`config.mk`:
```
export PLATFORM = sky130hd
export DESIGN_NAME = hole_edge_column_labeler_top
export DESIGN_NICKNAME = d
export VERILOG_FILES = /design/src/rtl/core/hecl_pkg.sv /design/src/rtl/core/hole_edge_column_labeler_top.sv
export SDC_FILE = /design/constraint.sdc
export NUM_CORES = 1
export LEC_CHECK = 0
export BUFFER_PORTS_ARGS = -buffer_cell sky130_fd_sc_hd__buf_2
export CAP_MARGIN = 5
export CORE_MARGIN = 8
export CORE_UTILIZATION = 36
export CTS_CLUSTER_SIZE = 8
export DETAILED_ROUTE_END_ITERATION = 10
export PLACE_DENSITY_LB_ADDON = 0.15
export SETUP_SLACK_MARGIN = 0.5
export SYNTH_ARGS = -nofsm -noshare
export SYNTH_HDL_FRONTEND = slang
export SYNTH_SLANG_ARGS = --single-unit
```
`constraint.sdc`:
```
create_clock -name clk -period 11.6 [get_ports clk]
set_input_delay 2.32 -clock clk [delete_from_list [all_inputs] [get_ports clk]]
set_output_delay 2.32 -clock clk [all_outputs]
set_load 0.03 [all_outputs]
```
`src/rtl/core/hecl_pkg.sv`:
```
// ----------------------------------------------------------------------------
// hecl_pkg
// Types, codes and the per-point judgement shared by the hole edge labeler
// ----------------------------------------------------------------------------
package hecl_pkg;

  typedef enum logic [1:0] {
    MODE_SCAN   = 2'd0,
    MODE_INSIDE = 2'd1
  } mode_t;

  typedef enum logic [1:0] {
    LABEL_NONE   = 2'd0,
    LABEL_EDGE   = 2'd1,
    LABEL_INSIDE = 2'd2
  } label_t;

  typedef enum logic [2:0] {
    REG_GROUND_LEVEL = 3'd0,
    REG_START_DROP   = 3'd1,
    REG_CLOSE_BAND   = 3'd2,
    REG_START_LIMIT  = 3'd3,
    REG_SEARCH_LIMIT = 3'd4
  } reg_index_t;

  typedef struct packed {
    logic signed [15:0] ground_level;
    logic [14:0]        start_drop;
    logic [14:0]        close_band;
    logic [5:0]         start_limit;
    logic [5:0]         search_limit;
  } cfg_t;

  typedef struct packed {
    mode_t              mode;
    logic [6:0]         resume_index;
    logic signed [15:0] hole_start;
  } hole_state_t;

  typedef struct packed {
    label_t      label;
    hole_state_t st;
  } judge_t;

  typedef struct packed {
    label_t     label;
    logic [5:0] beam_index;
    logic       last;
  } result_t;

  // label one point and advance the hole state
  function automatic judge_t judge(hole_state_t st, cfg_t cfg, logic signed [15:0] h,
                                   logic inv, logic [5:0] idx, logic has_next,
                                   logic signed [15:0] next_h);
    logic signed [16:0] drop;
    logic signed [16:0] diff;
    logic [16:0]        mag;
    logic [6:0]         idx_inc;
    logic               opens;
    judge_t             r;
    drop    = $signed({h[15], h}) - $signed({next_h[15], next_h});
    diff    = $signed({h[15], h}) - $signed({st.hole_start[15], st.hole_start});
    mag     = diff[16] ? 17'(-diff) : 17'(diff);
    idx_inc = {1'b0, idx} + 7'd1;
    opens   = has_next && !inv && ({1'b0, idx} >= st.resume_index) &&
              (idx < cfg.start_limit) && (h <= cfg.ground_level) &&
              (drop > $signed({2'b00, cfg.start_drop}));
    r.st    = st;
    r.label = LABEL_NONE;
    if (st.mode == MODE_SCAN) begin
      if (opens) begin
        r.st.hole_start = h;
        r.label         = LABEL_EDGE;
        if (idx_inc >= {1'b0, cfg.search_limit}) begin
          r.st.resume_index = {1'b0, idx} + 7'd2;
        end else begin
          r.st.mode = MODE_INSIDE;
        end
      end
    end else if (idx >= cfg.search_limit) begin
      r.st.mode         = MODE_SCAN;
      r.st.resume_index = idx_inc;
    end else if (mag < {2'b00, cfg.close_band}) begin
      r.st.mode         = MODE_SCAN;
      r.st.resume_index = idx_inc;
      r.label           = LABEL_EDGE;
    end else begin
      r.label = LABEL_INSIDE;
      if (idx_inc >= {1'b0, cfg.search_limit}) begin
        r.st.mode         = MODE_SCAN;
        r.st.resume_index = {1'b0, cfg.search_limit} + 7'd1;
      end
    end
    return r;
  endfunction

endpackage

```
`src/rtl/core/hole_edge_column_labeler_top.sv`:
```
// ----------------------------------------------------------------------------
// hole_edge_column_labeler_top
// Labels lidar points of one firing column as no mark, hole edge or inside hole
// ----------------------------------------------------------------------------
// Points enter one per transfer in beam order; each is judged when the next
// point arrives, so labels trail the input by one point, and the transfer that
// carries tlast releases two labels (the held point, then the last point).
// An input transfer is taken in every cycle while the four-entry result queue
// has room for two labels; the judgement of a point is done in the cycle of
// the transfer that brings the following point, and its label is registered
// into the queue and offered at its head. Sustained rate is one point per cycle
// without back-pressure, as n points yield n labels. Config writes act at once.
module hole_edge_column_labeler_top
  import hecl_pkg::*;
#(
  parameter int BEAMS = 64
) (
  input  logic        clk,
  input  logic        rst,
  // configuration write port
  input  logic        cfg_we,
  input  logic [2:0]  cfg_index,
  input  logic [15:0] cfg_data,
  // point stream
  input  logic        s_axis_tvalid,
  output logic        s_axis_tready,
  input  logic [15:0] s_axis_tdata,   // [15:0] height_cm
  input  logic [0:0]  s_axis_tuser,   // [0] is_invalid
  input  logic        s_axis_tlast,   // column_end
  // label stream
  output logic        m_axis_tvalid,
  input  logic        m_axis_tready,
  output logic [7:0]  m_axis_tdata,   // [1:0] label, [7:2] beam_index
  output logic        m_axis_tlast    // last_of_column
);

  // beam index saturates at the last beam, and never beyond a 6-bit index
  localparam logic [5:0] IDX_CAP = (BEAMS - 1 > 63) ? 6'd63 : 6'(BEAMS - 1);
  localparam int         QDEPTH  = 4;

  // configuration registers
  cfg_t cfg;

  // column state
  hole_state_t        hole;
  logic signed [15:0] held_height;
  logic               held_invalid;
  logic               held_present;
  logic [5:0]         beam_counter;

  // result queue, head in entry 0
  result_t    q [QDEPTH];
  logic [2:0] count;

  logic               in_xfer;
  logic               out_xfer;
  logic signed [15:0] in_height;
  judge_t             j_held;
  judge_t             j_last;
  logic [5:0]         idx;
  result_t            push0;
  result_t            push1;
  logic [1:0]         push_n;
  hole_state_t        hole_next;
  result_t            q_next [QDEPTH];
  logic [2:0]         base;
  logic [2:0]         count_next;

  assign in_height     = $signed(s_axis_tdata);
  assign s_axis_tready = (count <= 3'(QDEPTH - 2));
  assign in_xfer       = s_axis_tvalid && s_axis_tready;
  assign m_axis_tvalid = (count != 3'd0);
  assign out_xfer      = m_axis_tvalid && m_axis_tready;
  assign m_axis_tdata  = {q[0].beam_index, q[0].label};
  assign m_axis_tlast  = q[0].last;

  // judgement of the held point against the incoming one, then of the
  // incoming point itself when it closes the column
  always_comb begin
    j_held = judge(hole, cfg, held_height, held_invalid, beam_counter, 1'b1, in_height);
    if (held_present) begin
      idx = (beam_counter < IDX_CAP) ? beam_counter + 6'd1 : IDX_CAP;
    end else begin
      idx = 6'd0;
    end
    j_last = judge(held_present ? j_held.st : hole, cfg, in_height, s_axis_tuser[0],
                   idx, 1'b0, 16'sd0);

    push0.label      = j_held.label;
    push0.beam_index = beam_counter;
    push0.last       = 1'b0;
    push1.label      = j_last.label;
    push1.beam_index = idx;
    push1.last       = 1'b1;
    push_n           = 2'd0;
    hole_next        = held_present ? j_held.st : hole;

    if (held_present && s_axis_tlast) begin
      push_n = 2'd2;
    end else if (held_present) begin
      push_n = 2'd1;
    end else if (s_axis_tlast) begin
      push_n = 2'd1;
      push0  = push1;
    end

    if (s_axis_tlast) begin
      // column done: back to scanning, start height kept
      hole_next.mode         = MODE_SCAN;
      hole_next.resume_index = 7'd0;
      hole_next.hole_start   = j_last.st.hole_start;
    end
  end

  // queue update: shift out at the head, append up to two labels behind
  always_comb begin
    base       = count - {2'b00, out_xfer};
    count_next = base;
    if (in_xfer) begin
      count_next = base + {1'b0, push_n};
    end
    for (int i = 0; i < QDEPTH; i++) begin
      if (out_xfer && i < QDEPTH - 1) begin
        q_next[i] = q[i + 1];
      end else begin
        q_next[i] = q[i];
      end
      if (in_xfer && push_n != 2'd0 && 3'(i) == base) begin
        q_next[i] = push0;
      end
      if (in_xfer && push_n == 2'd2 && 3'(i) == base + 3'd1) begin
        q_next[i] = push1;
      end
    end
  end

  always_ff @(posedge clk) begin
    for (int i = 0; i < QDEPTH; i++) begin
      q[i] <= q_next[i];
    end
    if (in_xfer) begin
      held_height     <= in_height;
      held_invalid    <= s_axis_tuser[0];
    end
    if (rst) begin
      count             <= 3'd0;
      hole.mode         <= MODE_SCAN;
      hole.resume_index <= 7'd0;
      hole.hole_start   <= 16'sd0;
      held_present      <= 1'b0;
      beam_counter      <= 6'd0;
      cfg.ground_level  <= -16'sd130;
      cfg.start_drop    <= 15'd5;
      cfg.close_band    <= 15'd5;
      cfg.start_limit   <= 6'd31;
      cfg.search_limit  <= 6'd32;
    end else begin
      count <= count_next;
      if (in_xfer) begin
        hole.mode         <= hole_next.mode;
        hole.resume_index <= hole_next.resume_index;
        hole.hole_start   <= hole_next.hole_start;
        held_present      <= !s_axis_tlast;
        beam_counter      <= s_axis_tlast ? 6'd0 : idx;
      end
      if (cfg_we) begin
        unique case (cfg_index)
          REG_GROUND_LEVEL: cfg.ground_level <= $signed(cfg_data);
          REG_START_DROP:   cfg.start_drop   <= cfg_data[14:0];
          REG_CLOSE_BAND:   cfg.close_band   <= cfg_data[14:0];
          REG_START_LIMIT:  cfg.start_limit  <= cfg_data[5:0];
          REG_SEARCH_LIMIT: cfg.search_limit <= cfg_data[5:0];
          default: ;
        endcase
      end
    end
  end

endmodule

```
==> impl_summary.txt <==
----------------------------------------------------
[Timing]
  Setup slack of the critical path after layout ... 1.11 ns
  Setup Viol. Count Final ... 0
  Max Freq ... about 95 MHz
  Final worst hold slack ... around 0.45 ns
  Unrepaired setup endpoints after global routing ... no
  Endpoints failing hold ... 0
  Layout Skew ... around 0.0083 ns
  Slew Limit Headroom ... between 20% and 30%
  Part of the cycle the worst path needs ... 90.4%
  Final setup TNS ... 0 ns
  Worst Tran Pin Value ... 1.16 ns
  Final min period ... 10.49 ns
  Final Max Tran Viols ... 0

[Worst setup path]
  Endpoint class of the critical path ... flop
  Path depth of the worst reg2reg path ... 44
  Startpoint type of the worst setup path ... primary input
  Cell type of the slowest stage on the worst timing path ... o31a_1
  Arrival time at the worst endpoint ... approximately 11 ns
  Maximum net fanout on the critical path ... 11
  Worst Path Class, Setup ... in2reg
  Required time of the critical path ... ~12 ns
  Most numerous cell on the critical path ... a21oi_1
  RR Startpoint ... held_height[0]
  CP Launch Point ... s_axis_tdata[1]
  Largest stage delay on the critical path ... ~0.39 ns

[Run status]
  Status ... finished clean

[Clock tree]
  Total number of H-tree levels ... 4
  Clock input transition at the sequential cells of the worst setup and hold paths ... approximately 0.070 ns
  Clock sinks ... around 150
  Insertion delay to the later sink of the worst-skew pair ... about 0.43 ns
  Number of clock buffers inserted by TritonCTS ... 17
  Clock tree root driver cell ... clkbuf_16
  CTS tree ... built
  Number of hold buffers added after CTS ... 0
  Maximum root-to-sink buffer count ... 2

[Detailed routing]
  Post-DR wirelength/cell ... roughly 18 µm
  Drt total wl ... approximately 35 mm
  Via Count ... about 10,000
  Antenna-violating nets left ... 0
  DR iter-0 viols ... about 630
  Length of the first detailed-routing pass in iterations ... 5
  Residual DRC count ... 0
  Routed vias/inst ... between 5 and 6

[Floorplan]
  Std-Cell Core Area ... roughly 33,000 µm²
  Die Ht ... a little under 200 µm
  Number of primary I/O pins ... 53
  Site Rows ... 66
  Initial standard-cell utilization of the core ... around 37%
  Horizontal die dimension ... between 150 and 200 µm
  Area of the die ... 39,300 µm²

[Synthesis]
  Synth Net Count ... 1,660
  Share of the synthesized area in the top cell type ... 16.3%
  Average footprint of a synthesized cell ... approximately 8.2 µm²
  EDFF count, synth ... 49
  Proportion of synthesized flip-flops having asynchronous set or reset ... 0%
  Count leader, synth ... nand2_1
  Netlist area before placement ... about 12,000 µm²
  Total number of yosys warnings ... 0
  Most frequently used flop master after synthesis ... dfxtp_1
  Number of different library cells in the post-synthesis netlist ... slightly above 90
  Mapped Cells ... between 1,000 and 1,500
  Count of state elements after synthesis ... 146
  Part of the Yosys area used for sequential elements ... 28.6%
  Most frequent cells after synthesis ... 188 x nand2_1, 149 x ha_1, 132 x inv_1, 130 x nor2_1, 122 x a21oi_1
  Largest area contributor in the synthesized netlist ... dfxtp_1
  Largest cells by area after synthesis ... dfxtp_1 16%, ha_1 16%, edfxtp_1 12%

[Cells and area]
  Non-filler cells, final ... slightly below 2,000
  Share of final-layout standard cells stronger than drive strength 1 ... a little under a tenth
  Cell area after layout ... 13,200 µm²
  Post-layout nets ... approximately 1,700
  Final standard cell utilization of the core ... 40.4%
  Syn-to-layout area delta ... 10.3%
  Antenna diode count ... 0

[Pwr]
  Worst supply voltage drop on vdd ... approximately 0.1 mV
  Overall power of the completed layout ... 2.28 mW
  Standby leakage power ... between 5 and 6 nW
  Ratio of total power to cell area ... ~170 nW/µm²

[Placement]
  Worst-case setup slack after placement ... approximately 0.71 ns
  Routability-driven placement congestion ratio ... 0.863
  IO Port Bufs ... 52
  Hpwl dp ... ~27 mm
  Post-placement cell area ... 12,600 µm²
  Post-Place Cells ... ~1,900

[Global route]
  Met1 layer usage reported by global route ... between 20% and 30%
  Congestion Overflow GR ... 0
  First-pass GRT wire length ... around 55 mm
  Vias in the first global route ... ~10,000
  Met3 Usage GRT ... under 10%
  Initial antenna violation count ... 0
  Met2 track utilization from global routing ... 27.2%
  Busiest metal layer after global routing ... met2
  Global Route Usage Sum ... approximately 18%
  Largest net degree at the start of global routing ... 73

[Run]
  Max-cap violations ... 0

[Worst hold path]
  Min-Delay Path Class ... reg2reg
  Number of stages on the worst hold path ... 2
  HP Start ... cfg[39]

----------------------------------------------------
==> path summary, 6_finish.rpt <==
kind	end	slack, ns
setup / recovery	q[0][7]	1.11
hold / removal	cfg[39]	0.45
setup reg to reg	q[0][7]	2.60
hold reg to reg	cfg[39]	0.45
==> cell type report <==
type	instances	area (µm²)
multi-input cells	1132	7810
inverters	133	499
clock inverters	14	143
fillers	3361	19400
clock buffers	18	429
flip-flops and latches	146	3410
well taps	442	553
repair buffers	60	324
==> layer usage <==
layer	wire, µm	up-vias
met2	15100	218
met5	0	-
met4	542	0
met1	17700	4849
met3	1340	29
li1	-	5250
==> worst max-delay path: cells and delay by family <==
family / cells / cell delay (ns)
adders and majority gates: 4 / 1.11
xor gates and xnor gates: 2 / 0.30
muxes: 1 / 0.22
and+or+nand+nor: 13 / 2.26
buffers and inverters: 3 / 0.46
AOI/OAI and AO/OA: 22 / 4.04
==> kinds of logic (layout without fill, tap and decap cells) <==
| kind of cell | after synthesis | after routing | synth area share [%] |
|---|---|---|---|
| mux | 29 | 29 | 2.48 |
| flops | 146 | 146 | 28.6 |
| simple gates | 487 | 487 | 19.2 |
| xor+xnor | 73 | 73 | 5.54 |
| fa+ha+maj | 153 | 153 | 16.3 |
| buf+inv | 187 | 225 | 6.08 |
| compound gates | 390 | 390 | 21.8 |
==> cell usage in the layout (no fill, tap or decap), drive strengths merged, types with 41 or more instances in the layout <==
| cell type | n |
|---|---|
| a21oi | 124 |
| buf | 60 |
| dfxtp | 97 |
| edfxtp | 49 |
| ha | 149 |
| inv | 139 |
| nand2 | 188 |
| nand3 | 41 |
| nor2 | 131 |
| o21ai | 88 |
| xnor2 | 48 |
==> timing repair <==
| item | in CTS | in global routing |
|---|---|---|
| gates resized for setup | 0 | 3 |
| endpoints found under the setup margin | 0 | 6 |
| setup buffers | 0 | 1 |
==> power by group <==
| part | total [mW] | internal (mW) | switching, mW |
|---|---|---|---|
| registers | 0.691 | 0.635 | 0.0558 |
| clock network | 0.552 | 0.302 | 0.250 |
| logic | 1.03 | 0.400 | 0.634 |
| total | 2.28 | 1.34 | 0.940 |
==> registers in the layout, summed over array words and instances (netlist names) <==
signal / cells
cfg: 58
q: 36
hole: 25
held_height: 16
beam_counter: 6
count: 3
held_invalid: 1
held_present: 1
Power figures use the tool's default switching activity.
